$ cat src/sv/clcd_pkg.sv
`timescale 1ns / 1ps

package clcd_pkg;

   // Host operation carried in the request tuser field.
   typedef enum logic [1:0] {
      OP_COMMAND    = 2'd0,
      OP_DATA       = 2'd1,
      OP_READ_CELL  = 2'd2,
      OP_READ_GLYPH = 2'd3
   } op_type;

   // Command byte patterns, tested in priority order.
   localparam logic [7:0] CMD_FUNC_MASK   = 8'hE0;
   localparam logic [7:0] CMD_FUNC_CODE   = 8'h20;
   localparam logic [7:0] CMD_DISP_MASK   = 8'hF8;
   localparam logic [7:0] CMD_DISP_CODE   = 8'h08;
   localparam logic [7:0] CMD_CLEAR       = 8'h01;
   localparam logic [7:0] CMD_HOME        = 8'h02;
   localparam logic [7:0] CMD_ENTRY_MASK  = 8'hFC;
   localparam logic [7:0] CMD_ENTRY_CODE  = 8'h04;
   localparam logic [7:0] CMD_CGADDR_MASK = 8'hC0;
   localparam logic [7:0] CMD_CGADDR_CODE = 8'h40;
   localparam logic [7:0] CMD_DDADDR_MASK = 8'h80;
   localparam logic [7:0] CMD_DDADDR_CODE = 8'h80;

   localparam logic [7:0] SPACE_CHAR = 8'h20;

   localparam int GLYPH_ROWS   = 64;
   localparam int GLYPH_BITS   = 5;
   localparam int GLYPH_AWIDTH = 6;

   // Mode flag byte, bit 7 down to bit 0.
   typedef struct packed {
      logic wide_bus;
      logic two_line;
      logic large_font;
      logic display_on;
      logic cursor_on;
      logic blink_on;
      logic increment;
      logic shift_on;
   } mode_type;

   // Controller state as reported with every result.
   typedef struct packed {
      logic [6:0] dd_address;
      logic [5:0] cg_address;
      logic       ram_select;
      mode_type   mode;
   } status_type;

   // Memory accesses requested by the command and data decoder.
   typedef struct packed {
      logic       disp_we;
      logic       glyph_we;
      logic       clear;
      logic [6:0] disp_idx;
      logic [5:0] glyph_idx;
      logic [7:0] wdata;
   } mem_req_type;

endpackage

$ cat src/sv/char_lcd_controller_unit.sv
`timescale 1ns / 1ps

// Character LCD controller register interface. Each request transfer carries one host
// operation (command write, data write, display cell read or glyph row read) and
// produces exactly one response transfer holding the read data and the controller
// state after that operation. The block takes one request per clock cycle while the
// response channel does not hold it back; each response passes through the registered
// read port of the display and glyph memories and then the response register. Both
// memories come up in their reset contents at once after reset, and the clear command
// empties every display cell at once, so the block never pauses for a fill pass.
module char_lcd_controller_unit #(
   parameter int DISPLAY_CELLS = 80,
   parameter int LINE_CELLS    = 40
) (
   input  logic        clock,
   input  logic        reset,
   // Request channel.
   input  logic        req_tvalid,
   output logic        req_tready,
   input  logic [23:0] req_tdata,  // value[7:0], cell_index[14:8], glyph_index[20:15], zero
   input  logic [1:0]  req_tuser,  // op[1:0]
   // Response channel.
   output logic        rsp_tvalid,
   input  logic        rsp_tready,
   output logic [31:0] rsp_tdata   // read_data[7:0], dd_address[14:8], cg_address[20:15],
                                   // ram_select[21], two_line[22], increment[23],
                                   // display_on[24], cursor_on[25], blink_on[26],
                                   // wide_bus[27], large_font[28], shift_on[29], zero
);

   localparam int DISP_AW = $clog2(DISPLAY_CELLS);

   // Request fields.
   clcd_pkg::op_type req_op;
   logic [7:0]       req_value;
   logic [6:0]       req_cell;
   logic [5:0]       req_glyph;
   logic             req_accept;

   assign req_op    = clcd_pkg::op_type'(req_tuser);
   assign req_value = req_tdata[7:0];
   assign req_cell  = req_tdata[14:8];
   assign req_glyph = req_tdata[20:15];

   // Decoder and state registers.
   clcd_pkg::status_type  status_next;
   clcd_pkg::mem_req_type mem_req;

   clcd_decode #(
      .DISPLAY_CELLS(DISPLAY_CELLS),
      .LINE_CELLS   (LINE_CELLS)
   ) u_decode (
      .clock      (clock),
      .reset      (reset),
      .accept     (req_accept),
      .op         (req_op),
      .value      (req_value),
      .status_next(status_next),
      .mem_req    (mem_req)
   );

   // Display and glyph memories. A cleared valid bit makes an entry read as its reset
   // contents: a space for display cells, zero for glyph rows.
   logic [7:0]                       disp_rdata;
   logic [clcd_pkg::GLYPH_BITS-1:0]  glyph_rdata;
   logic [DISPLAY_CELLS-1:0]         disp_valid_ff;
   logic [clcd_pkg::GLYPH_ROWS-1:0]  glyph_valid_ff;

   clcd_ram #(
      .WIDTH(8),
      .DEPTH(DISPLAY_CELLS)
   ) u_disp_ram (
      .clock(clock),
      .we   (mem_req.disp_we),
      .waddr(mem_req.disp_idx[DISP_AW-1:0]),
      .wdata(mem_req.wdata),
      .re   (req_accept),
      .raddr(req_cell[DISP_AW-1:0]),
      .rdata(disp_rdata)
   );

   clcd_ram #(
      .WIDTH(clcd_pkg::GLYPH_BITS),
      .DEPTH(clcd_pkg::GLYPH_ROWS)
   ) u_glyph_ram (
      .clock(clock),
      .we   (mem_req.glyph_we),
      .waddr(mem_req.glyph_idx),
      .wdata(mem_req.wdata[clcd_pkg::GLYPH_BITS-1:0]),
      .re   (req_accept),
      .raddr(req_glyph),
      .rdata(glyph_rdata)
   );

   always_ff @(posedge clock) begin
      if (reset) begin
         disp_valid_ff  <= '0;
         glyph_valid_ff <= '0;
      end else begin
         if (mem_req.clear) begin
            disp_valid_ff <= '0;
         end else if (mem_req.disp_we) begin
            disp_valid_ff[mem_req.disp_idx[DISP_AW-1:0]] <= 1'b1;
         end
         if (mem_req.glyph_we) begin
            glyph_valid_ff[mem_req.glyph_idx] <= 1'b1;
         end
      end
   end

   // Stage one: waits for the memory read data alongside the state snapshot.
   logic                 s1_valid_ff;
   clcd_pkg::op_type     s1_op_ff;
   logic                 s1_cell_ok_ff;
   logic                 s1_entry_valid_ff;
   clcd_pkg::status_type s1_status_ff;
   logic                 req_cell_ok;
   logic                 req_entry_valid;
   logic                 out_take;

   assign req_cell_ok = {1'b0, req_cell} < 8'(DISPLAY_CELLS);

   always_comb begin
      if (req_op == clcd_pkg::OP_READ_GLYPH) begin
         req_entry_valid = glyph_valid_ff[req_glyph];
      end else if (req_cell_ok) begin
         req_entry_valid = disp_valid_ff[req_cell[DISP_AW-1:0]];
      end else begin
         req_entry_valid = 1'b0;
      end
   end

   // The response register can load when it is empty or its transfer completes now.
   assign out_take   = !rsp_tvalid || rsp_tready;
   assign req_tready = !s1_valid_ff || out_take;
   assign req_accept = req_tvalid && req_tready;

   always_ff @(posedge clock) begin
      if (reset) begin
         s1_valid_ff <= 1'b0;
      end else if (req_tready) begin
         s1_valid_ff <= req_tvalid;
      end
   end

   always_ff @(posedge clock) begin
      if (req_accept) begin
         s1_op_ff          <= req_op;
         s1_cell_ok_ff     <= req_cell_ok;
         s1_entry_valid_ff <= req_entry_valid;
         s1_status_ff      <= status_next;
      end
   end

   // Read data selection.
   logic [7:0] read_data;

   always_comb begin
      case (s1_op_ff)
         clcd_pkg::OP_READ_CELL: begin
            if (!s1_cell_ok_ff) begin
               read_data = 8'd0;
            end else if (s1_entry_valid_ff) begin
               read_data = disp_rdata;
            end else begin
               read_data = clcd_pkg::SPACE_CHAR;
            end
         end
         clcd_pkg::OP_READ_GLYPH: begin
            read_data = s1_entry_valid_ff ?
                        {{(8 - clcd_pkg::GLYPH_BITS){1'b0}}, glyph_rdata} : 8'd0;
         end
         default: begin
            read_data = 8'd0;
         end
      endcase
   end

   // Response register.
   logic        rsp_valid_ff;
   logic [31:0] rsp_data_ff;
   logic        out_load;

   assign out_load = s1_valid_ff && out_take;

   always_ff @(posedge clock) begin
      if (reset) begin
         rsp_valid_ff <= 1'b0;
      end else if (out_take) begin
         rsp_valid_ff <= s1_valid_ff;
      end
   end

   always_ff @(posedge clock) begin
      if (out_load) begin
         rsp_data_ff <= {2'b00,
                         s1_status_ff.mode.shift_on,
                         s1_status_ff.mode.large_font,
                         s1_status_ff.mode.wide_bus,
                         s1_status_ff.mode.blink_on,
                         s1_status_ff.mode.cursor_on,
                         s1_status_ff.mode.display_on,
                         s1_status_ff.mode.increment,
                         s1_status_ff.mode.two_line,
                         s1_status_ff.ram_select,
                         s1_status_ff.cg_address,
                         s1_status_ff.dd_address,
                         read_data};
      end
   end

   assign rsp_tvalid = rsp_valid_ff;
   assign rsp_tdata  = rsp_data_ff;

`ifndef SYNTH
   // An accepted request always occupies stage one in the next cycle.
   assert property (@(posedge clock) disable iff (reset)
      req_accept |=> s1_valid_ff)
      else $error("accepted request did not reach stage one");

   // A blocked stage one keeps its item and its snapshot.
   assert property (@(posedge clock) disable iff (reset)
      s1_valid_ff && !out_take |=> s1_valid_ff && $stable(s1_status_ff))
      else $error("stage one lost or changed a waiting item");

   // A clear command empties every display cell at once.
   assert property (@(posedge clock) disable iff (reset)
      req_accept && req_op == clcd_pkg::OP_COMMAND && req_value == clcd_pkg::CMD_CLEAR
      |=> disp_valid_ff == '0)
      else $error("clear did not reset the display valid bits");

   // Write operations report zero read data.
   assert property (@(posedge clock) disable iff (reset)
      out_load && (s1_op_ff == clcd_pkg::OP_COMMAND || s1_op_ff == clcd_pkg::OP_DATA)
      |=> rsp_tdata[7:0] == 8'd0)
      else $error("write response carries read data");
`endif

endmodule

$ cat src/sv/clcd_ram.sv
`timescale 1ns / 1ps

module clcd_ram #(
   parameter int WIDTH = 8,
   parameter int DEPTH = 80
) (
   input  logic                     clock,
   input  logic                     we,
   input  logic [$clog2(DEPTH)-1:0] waddr,
   input  logic [WIDTH-1:0]         wdata,
   input  logic                     re,
   input  logic [$clog2(DEPTH)-1:0] raddr,
   output logic [WIDTH-1:0]         rdata
);

   logic [WIDTH-1:0] mem_ff [DEPTH];
   logic [WIDTH-1:0] rdata_ff;

   always_ff @(posedge clock) begin
      if (we) begin
         mem_ff[waddr] <= wdata;
      end
      if (re) begin
         rdata_ff <= mem_ff[raddr];
      end
   end

   assign rdata = rdata_ff;

endmodule

$ cat src/sv/clcd_decode.sv
`timescale 1ns / 1ps

module clcd_decode #(
   parameter int DISPLAY_CELLS = 80,
   parameter int LINE_CELLS    = 40
) (
   input  logic                 clock,
   input  logic                 reset,
   input  logic                 accept,
   input  clcd_pkg::op_type     op,
   input  logic [7:0]           value,
   output clcd_pkg::status_type status_next,
   output clcd_pkg::mem_req_type mem_req
);

   clcd_pkg::status_type status_ff;
   clcd_pkg::status_type status_in;
   clcd_pkg::mem_req_type req_in;

   logic [7:0] col;
   logic [7:0] line_base;
   logic [7:0] cell_idx;
   logic       cell_ok;

   // Display cell that the current address counter points at.
   always_comb begin
      if (status_ff.mode.two_line) begin
         col       = {2'b00, status_ff.dd_address[5:0]};
         line_base = status_ff.dd_address[6] ? 8'(LINE_CELLS) : 8'd0;
         cell_idx  = col + line_base;
         cell_ok   = (col < 8'(LINE_CELLS)) && (cell_idx < 8'(DISPLAY_CELLS));
      end else begin
         col       = {1'b0, status_ff.dd_address};
         line_base = 8'd0;
         cell_idx  = col;
         cell_ok   = cell_idx < 8'(DISPLAY_CELLS);
      end
   end

   always_comb begin
      status_in        = status_ff;
      req_in           = '0;
      req_in.disp_idx  = cell_idx[6:0];
      req_in.glyph_idx = status_ff.cg_address;
      req_in.wdata     = value;
      if (accept) begin
         case (op)
            clcd_pkg::OP_COMMAND: begin
               if ((value & clcd_pkg::CMD_FUNC_MASK) == clcd_pkg::CMD_FUNC_CODE) begin
                  status_in.mode.wide_bus   = value[4];
                  status_in.mode.two_line   = value[3];
                  status_in.mode.large_font = value[2];
               end else if ((value & clcd_pkg::CMD_DISP_MASK) == clcd_pkg::CMD_DISP_CODE) begin
                  status_in.mode.display_on = value[2];
                  status_in.mode.cursor_on  = value[1];
                  status_in.mode.blink_on   = value[0];
               end else if (value == clcd_pkg::CMD_CLEAR) begin
                  status_in.dd_address     = '0;
                  status_in.mode.increment = 1'b1;
                  req_in.clear             = 1'b1;
               end else if (value == clcd_pkg::CMD_HOME) begin
                  status_in.dd_address = '0;
               end else if ((value & clcd_pkg::CMD_ENTRY_MASK) == clcd_pkg::CMD_ENTRY_CODE) begin
                  status_in.mode.increment = value[1];
                  status_in.mode.shift_on  = value[0];
               end else if ((value & clcd_pkg::CMD_CGADDR_MASK) ==
                            clcd_pkg::CMD_CGADDR_CODE) begin
                  status_in.cg_address = value[5:0];
                  status_in.ram_select = 1'b0;
               end else if ((value & clcd_pkg::CMD_DDADDR_MASK) ==
                            clcd_pkg::CMD_DDADDR_CODE) begin
                  status_in.dd_address = value[6:0];
                  status_in.ram_select = 1'b1;
               end
            end
            clcd_pkg::OP_DATA: begin
               if (!status_ff.ram_select) begin
                  req_in.glyph_we      = 1'b1;
                  status_in.cg_address = status_ff.mode.increment ?
                                         status_ff.cg_address + 6'd1 :
                                         status_ff.cg_address - 6'd1;
               end else begin
                  req_in.disp_we       = cell_ok;
                  status_in.dd_address = status_ff.mode.increment ?
                                         status_ff.dd_address + 7'd1 :
                                         status_ff.dd_address - 7'd1;
               end
            end
            default: begin
               // Reads leave the state alone.
            end
         endcase
      end
   end

   always_ff @(posedge clock) begin
      if (reset) begin
         status_ff <= '0;
      end else begin
         status_ff <= status_in;
      end
   end

   assign status_next = status_in;
   assign mem_req     = req_in;

endmodule
$ cat config.mk
export PLATFORM = sky130hd
export DESIGN_NAME = char_lcd_controller_unit
export DESIGN_NICKNAME = d
export VERILOG_FILES = /design/src/sv/clcd_pkg.sv /design/src/sv/char_lcd_controller_unit.sv /design/src/sv/clcd_ram.sv /design/src/sv/clcd_decode.sv
export SDC_FILE = /design/constraint.sdc
export NUM_CORES = 1
export LEC_CHECK = 0
export BUFFER_PORTS_ARGS = -buffer_cell sky130_fd_sc_hd__buf_4
export CAP_MARGIN = 20
export CELL_PAD_IN_SITES_DETAIL_PLACEMENT = 1
export CELL_PAD_IN_SITES_GLOBAL_PLACEMENT = 2
export CORE_UTILIZATION = 29
export CTS_CLUSTER_DIAMETER = 80
export DETAILED_ROUTE_END_ITERATION = 7
export PLACE_DENSITY = 0.5
export SYNTH_ARGS = -nofsm -noshare
export SYNTH_HDL_FRONTEND = slang
export SYNTH_HIERARCHICAL = 1
export SYNTH_SLANG_ARGS = --single-unit
$ cat constraint.sdc
create_clock -name clock -period 6.15 [get_ports clock]
set_input_delay 0.9225 -clock clock [delete_from_list [all_inputs] [get_ports clock]]
set_output_delay 0.9225 -clock clock [all_outputs]
set_load 0.1 [all_outputs]
==> results of run 1 <==
[area by class of cell]
cell class                 count  area (um2)  share of cell area
sequential                  1197       34300               0.623
multi-input combinational   1338       12500               0.228
clock buffer                 187        3840              0.0698
tap                         2175        2720              0.0495
timing repair buffer         113         991              0.0180
clock inverter                68         553              0.0101
inverter                      13        48.8            0.000888
antenna                        3        7.51            0.000137
[state kept, by name (all words and copies together) (netlist names), 5 cells and up]
register,count
disp_valid_ff,80
glyph_valid_ff,64
rsp_tdata,30
s1_status_ff,22
u_decode/mem_req,6
u_decode/status_ff,16
u_disp_ram/mem_ff,640
u_disp_ram/rdata,8
u_glyph_ram/mem_ff,320
u_glyph_ram/rdata,5
[metal layers]
metal	share of wire	routed length, um	vias up
met5	0.000068	9	-
met4	0.017	2270	2
met3	0.041	5410	170
met2	0.48	63200	498
met1	0.46	60700	13616
li1	-	-	11033
[cells in the final DEF, fill, tap and decap left out, drive strengths merged, types with 21 or more instances in the layout]
master  netlist  layout
a31oi        22      22
nand2        72      72
mux2         29      29
mux2i        63      63
mux4        280     280
edfxtp     1029    1029
nor2b        43      43
a22oi        63      63
inv          13      21
clkinv        0      53
buf          98     111
nand2b       25      25
nor3         27      27
nor2        342     342
dfxtp       168     168
clkbuf       60     189
nand3        31      31
a21oi       156     156
[worst paths after layout]
check / startpoint / end / slack, ps / cells past startpoint
max: rsp_tvalid / u_disp_ram/mem_ff[22][5] / 1580 / 10
min reg2reg: s1_status_ff[14] / rsp_tdata[20] / 420 / 0
max reg2reg: rsp_tvalid / u_disp_ram/mem_ff[22][5] / 1580 / 10
min: req_tvalid / s1_valid_ff / 390 / 3
[stage by stage]
stage / instance area, um2 / hold slack [ps] / std cells
floorplan: 47700 / 400 / 2707
global placement: 50400 / 407 / 4824
detailed placement: 50400 / 406 / 4830
CTS: 54800 / 308 / 5085
global route: 54900 / 342 / 5091
finish: 55000 / 387 / 5094
[where the power goes]
group / total, mW / leakage (nW) / internal (mW) / switching [mW]
sequential: 8.89 / 10.7 / 8.86 / 0.0271
combinational: 0.983 / 4.68 / 0.309 / 0.674
clock: 7.95 / 2.14 / 4.62 / 3.33
[Yosys cell counts, types with 25 or more instances]
cell type / n
sky130_fd_sc_hd__dfxtp_1: 168
sky130_fd_sc_hd__buf_4: 28
sky130_fd_sc_hd__nand2b_1: 25
sky130_fd_sc_hd__mux4_1: 27
sky130_fd_sc_hd__nor2b_1: 43
sky130_fd_sc_hd__nor3_1: 27
sky130_fd_sc_hd__nand3_1: 31
sky130_fd_sc_hd__buf_2: 36
sky130_fd_sc_hd__nand2_1: 72
sky130_fd_sc_hd__mux2i_1: 63
sky130_fd_sc_hd__mux4_2: 253
sky130_fd_sc_hd__clkbuf_1: 57
sky130_fd_sc_hd__nor2_1: 341
sky130_fd_sc_hd__edfxtp_1: 1029
sky130_fd_sc_hd__a21oi_1: 156
sky130_fd_sc_hd__a22oi_1: 63
[cell families (layout without fill, tap and decap cells)]
kind of cell / count (synthesis) / after routing / synth area share
flops: 1197 / 1197 / 0.718
simple gates: 614 / 614 / 0.0593
mux: 372 / 372 / 0.154
compound gates: 331 / 331 / 0.0434
buf+inv: 172 / 381 / 0.0202
fa+ha+maj: 15 / 15 / 0.00425
xor+xnor: 4 / 4 / 0.000734
other cells: 1 / 5 / 0.0000786
[worst max-delay path: stages, from the launching register on]
cell                        delay (ps)
sky130_fd_sc_hd__dfxtp_1           310
sky130_fd_sc_hd__nor2b_1           180
sky130_fd_sc_hd__nand2_1           100
sky130_fd_sc_hd__and2_2            620
sky130_fd_sc_hd__nand2b_1          120
sky130_fd_sc_hd__buf_4             230
sky130_fd_sc_hd__a2111oi_2         390
sky130_fd_sc_hd__buf_4             300
sky130_fd_sc_hd__nor2b_1           280
sky130_fd_sc_hd__nand3_1           660
sky130_fd_sc_hd__nor2_1            930
==> run metrics, run 1 <==
filler instances=16363; largest net degree at the start of global routing=94; Hold Path Class=input port to register; post-layout net count=2850; proportion of netlist area held by the largest area contributor=0.647; starting density of the core=0.293; relative area change from synthesis to final layout=15.1%; maximum clock frequency=219 MHz; GRT overflow=0; row count=148; DR WL/cell=25.8 um; Worst setup SP type=register; synthesized area per cell=17.6 um2; number of levels in the clock H-tree=4; netlist area before placement=47700 um2; die width=408 um; number of flip-flops and latches in the synthesized netlist=1197; total power density per cell area=324 nW/um2; Sum Neg Setup Slack=0 ps; post-CTS clock slew at the launch and capture registers of the worst setup and hold paths=60 ps; wire length of the first global-routing pass=193000 um; arrival time at the worst endpoint=4950 ps; I/O pin count=64; met2 Resource Use GR=0.258; Initial DRT Pass Iterations=5; number of antenna violations at the first check in global routing=5; Root Buffer=sky130_fd_sc_hd__clkbuf_16; number of distinct standard cells referenced by the synthesized netlist=78; period utilisation layout=0.742; Worst Tran Pin Value=1120 ps; Min Clock Period, post-route=4570 ps; leakage component of the power=17.5 nW; total of cells resized after clock tree synthesis=0; clock tree buffer depth=3; run status=complete, no violations; number of routed nets with antenna violations=0; Num Clock Sinks=1197; RSZ-0062 raised after global routing=false; count of buffers from port buffering=58; Required @ worst endpoint=6540 ps; fraction of registers with async set/reset=0; max_cap viols=0; Primary FF master, synth=sky130_fd_sc_hd__edfxtp_1; Synth Warn #=6; Worst Setup Slack, final=1580 ps; cts hold-fix bufs=0; area of the core region=163000 um2; critical path class=register to register; post-synthesis cell count=2706; insertion delay to the later sink of the worst-skew pair=760 ps; wirelength, routed=132000 um; Hold Fails Final Rpt=0; proportion of layout cells with a drive suffix above 1=0.204; CTS tree=done; gpl congestion=0.755; drt initial violations=1798; Total Die Area=166000 um2; combined global-route utilization of all metal layers=0.158; endpoint class of the critical path=register; number of vias in the routed layout=25319; # Post-CTS Setup Buffers=0; slew margin rel.=0.251; Total Power=17.8 mW; via count of the first global-routing pass=27475; GR Util met1=0.217; DRC viols=0; placement-stage worst setup slack=917 ps; number of enable-type register cells in the synthesized netlist=1029; proportion of synthesized chip area in sequential cells=0.718; number of vias per cell=4.97; highest fanout seen on the critical path=26; Global Route met3 Usage=0.0280; peak supply drop=0.249 mV; cell types occupying the most area after synthesis=sky130_fd_sc_hd__edfxtp_1, sky130_fd_sc_hd__mux4_2, sky130_fd_sc_hd__dfxtp_1; HPWL Detailed=81000 um; Setup-failing EPs final=0; utilization after layout=0.337; Synth area leader=sky130_fd_sc_hd__edfxtp_1; die height=408 um; Pins Over Slew Limit=0; busiest grt layer=met2; Clock Skew=33.9 ps; TritonCTS buffer count=142
Power figures use the tool's default switching activity.
==> inputs of run 2 (changes only) <==
--- a/config.mk
+++ b/config.mk
@@ -12,7 +12,7 @@
 export CORE_UTILIZATION = 29
 export CTS_CLUSTER_DIAMETER = 80
 export DETAILED_ROUTE_END_ITERATION = 7
-export PLACE_DENSITY = 0.5
+export PLACE_DENSITY = 0.52
 export SYNTH_ARGS = -nofsm -noshare
 export SYNTH_HDL_FRONTEND = slang
 export SYNTH_HIERARCHICAL = 1
==> constraint.sdc (replaced) <==
create_clock -name clock -period 3.8 [get_ports clock]
set_input_delay 0.57 -clock clock [delete_from_list [all_inputs] [get_ports clock]]
set_output_delay 0.57 -clock clock [all_outputs]
set_load 0.1 [all_outputs]
==> run metrics, run 2 (synthesis gave the netlist of run 1 again) <==
leakage component of the power=18.2 nW (+4.3%); proportion of power drawn by flip-flops and latches=0.500 (about the same); peak supply drop=0.452 mV (+81%); combined global-route utilization of all metal layers=0.157 (-0.00134); clock tree buffer depth=3 (unchanged); DR WL/cell=25.0 um (-3.2%); insertion delay to the later sink of the worst-skew pair=740 ps (-20 ps); Worst Tran Pin Value=1010 ps (-105 ps); total power density per cell area=514 nW/um2 (+58%); area of placed instances=51700 um2 (+2.5%); Reg2Reg Setup Slack=580 ps (-1000 ps); number of antenna violations at the first check in global routing=1 (-4); CTS tree=done; via count of the first global-routing pass=27847 (+1.4%); TritonCTS buffer count=137 (-3.5%); end of the worst register-to-register path=u_disp_ram/mem_ff[34][4]; number of levels in the clock H-tree=4 (unchanged); Initial DRT Pass Iterations=5 (unchanged); highest fanout seen on the critical path=8 (-69%); Hold Fails Final Rpt=0 (unchanged); drt initial violations=1553 (-14%); Pins Over Slew Limit=0 (unchanged); I/O pin count=64 (unchanged); switching power=6.40 mW (+59%); DRC viols=0 (unchanged); Num Clock Sinks=1197 (unchanged); Worst setup SP type=register; Worst R2R Start=u_decode/status_ff[21]; wirelength, routed=131000 um (-0.62%); die height=408 um (unchanged); Sum Neg Setup Slack=0 ps (unchanged); switching fraction of total power=0.222 (-0.00437); biggest regs=u_disp_ram/mem_ff (640), u_glyph_ram/mem_ff (320), disp_valid_ff (80); Worst Setup Slack, final=583 ps (-1000 ps); # Post-CTS Setup Buffers=0 (unchanged); total of cells resized after clock tree synthesis=0 (unchanged); commonest non-fill, non-tap cells in the layout=sky130_fd_sc_hd__edfxtp_1, sky130_fd_sc_hd__nor2_1, sky130_fd_sc_hd__mux4_2; number of standard cells in the final layout excluding fillers=5228 (+2.6%); register ranked first by flip-flop count=u_disp_ram/mem_ff; area of the core region=163000 um2 (unchanged); row count=148 (unchanged); highest cell delay on the worst timing path=480 ps (-450 ps); slowest stage cell, crit path=sky130_fd_sc_hd__dfxtp_1; arrival time at the worst endpoint=3660 ps (-1290 ps); proportion of layout cells with a drive suffix above 1=0.247 (+0.0433); number of routed nets with antenna violations=0 (unchanged); critical path class=register to register; run status=complete, no violations; Root Buffer=sky130_fd_sc_hd__clkbuf_16; R2R cell count=13 (+3); capturing element of the worst setup path=u_disp_ram/mem_ff[34][4]; maximum clock frequency=311 MHz (+42%); Total Die Area=166000 um2 (unchanged); cell repeated most along the worst path=sky130_fd_sc_hd__buf_4; Min Clock Period, post-route=3220 ps (-1350 ps); die width=408 um (unchanged); number of flip-flops in the largest register=640 (unchanged); RSZ-0062 raised after global routing=false; period utilisation layout=0.847 (+0.104); count of buffers from port buffering=58 (unchanged); starting density of the core=0.293 (unchanged); relative area change from synthesis to final layout=17.4%; Required @ worst endpoint=4240 ps (-2300 ps); cts hold-fix bufs=0 (unchanged); Combinational Power Share=0.055 (about the same); Total Power=28.8 mW (+62%); HPWL Detailed=83600 um (+3.2%); clock share of power=0.445 (about the same); gpl congestion=0.773 (+2.3%); endpoint class of the critical path=register; cells along the critical path=ha_1 -> ha_1 -> o21ai_1 -> a221oi_1 -> a21oi_1 -> a21oi_1 -> a2111oi_4 -> nor2b_1 -> buf_4 -> nand2_1 -> buf_4 -> nor2_1 -> buf_4; most frequent standard cell in the layout excluding fill and tap cells=sky130_fd_sc_hd__edfxtp_1; number of vias per cell=4.89 (-1.6%); placement-stage worst setup slack=551 ps (-366 ps); post-CTS clock slew at the launch and capture registers of the worst setup and hold paths=60 ps (about the same); Placed Instances=4982 (+3.1%); max_cap viols=0 (unchanged); cell internal pwr=22.4 mW (+63%); GRT overflow=0 (unchanged); worst setup path start=u_decode/status_ff[21]; number of vias in the routed layout=25564 (+0.97%); final design area excluding fillers=56100 um2 (+2.0%); largest net degree at the start of global routing=85 (-9.6%); Hold Path Class=input port to register; Clock Skew=26.3 ps (-7.61 ps); Setup-failing EPs final=0 (unchanged); slew margin rel.=0.322 (+0.0714); wire length of the first global-routing pass=191000 um (-0.72%); post-layout net count=2992 (+5.0%)
[run 2: cell types whose count changed in the layout (fill, tap and decap cells not counted), sizes merged]
cell and change:
diode -2, clkinvlp +2, clkbuf -9, buf +149, clkinv -10, bufinv +4
[run 2: final cells by class]
type	count	area (um2)
repair buffers	260	2090
clock inverters	64	603
inverters	13	48.8
diodes	1	2.50
flip-flops and latches	1197	34300
fillers	16403	107000
well taps	2175	2720
clock buffers	180	3740
multi-input cells	1338	12600
[run 2: per-layer routing]
metal | global-route usage | part of all wire | wire, um | up-vias
met5 | 0 | 0 | 0 | -
met2 | 0.264 | 0.49 | 64300 | 395
met3 | 0.0258 | 0.033 | 4250 | 169
met1 | 0.208 | 0.45 | 59500 | 13673
met4 | 0.0434 | 0.021 | 2770 | 0
li1 | - | - | - | 11327
[run 2: stage by stage]
step / hold WS (ps) / util
after CTS: 5.63 / 0.343
final: 80.6 / 0.344
after detailed placement: 410 / 0.317
after global routing: 57.7 / 0.344
after global placement: 406 / 0.317
after floorplan: 400 / -
[run 2: worst min-delay path by stage]
| stage | slack [ps] | depth (start not counted) | endpoint | startpoint |
|---|---|---|---|---|
| 6_report | 80 | 3 | s1_valid_ff | req_tvalid |
| 5_1_grt | 60 | 3 | s1_valid_ff | req_tvalid |
| 4_1_cts | 6 | 3 | s1_valid_ff | req_tvalid |
| 3_5_place_dp | 410 | 0 | rsp_tdata[9] | s1_status_ff[16] |
| 3_3_place_gp | 410 | 0 | rsp_tdata[10] | s1_status_ff[17] |
| 2_1_floorplan | 400 | 0 | rsp_tdata[10] | s1_status_ff[17] |
[run 2: power groups by stage]
stage | clock [mW] | combinational (mW) | sequential (mW)
6_report | 12.8 | 1.60 | 14.4
5_1_grt | 13.7 | 1.72 | 14.4
4_1_cts | 13.3 | 1.64 | 14.4
3_5_place_dp | 0 | 1.63 | 14.7
3_3_place_gp | 0 | 1.60 | 14.7
2_1_floorplan | 0 | 0.936 | 14.8
[run 2: worst max-delay path, delay by kind of cell, from the launching register on]
family,cells,cell delay (ps)
AO/OA/AOI/OAI,5,820
AND/OR/NAND/NOR,3,500
adder cells (fa/ha/maj),2,510
buffers and inverters,3,600
flip-flops,1,480
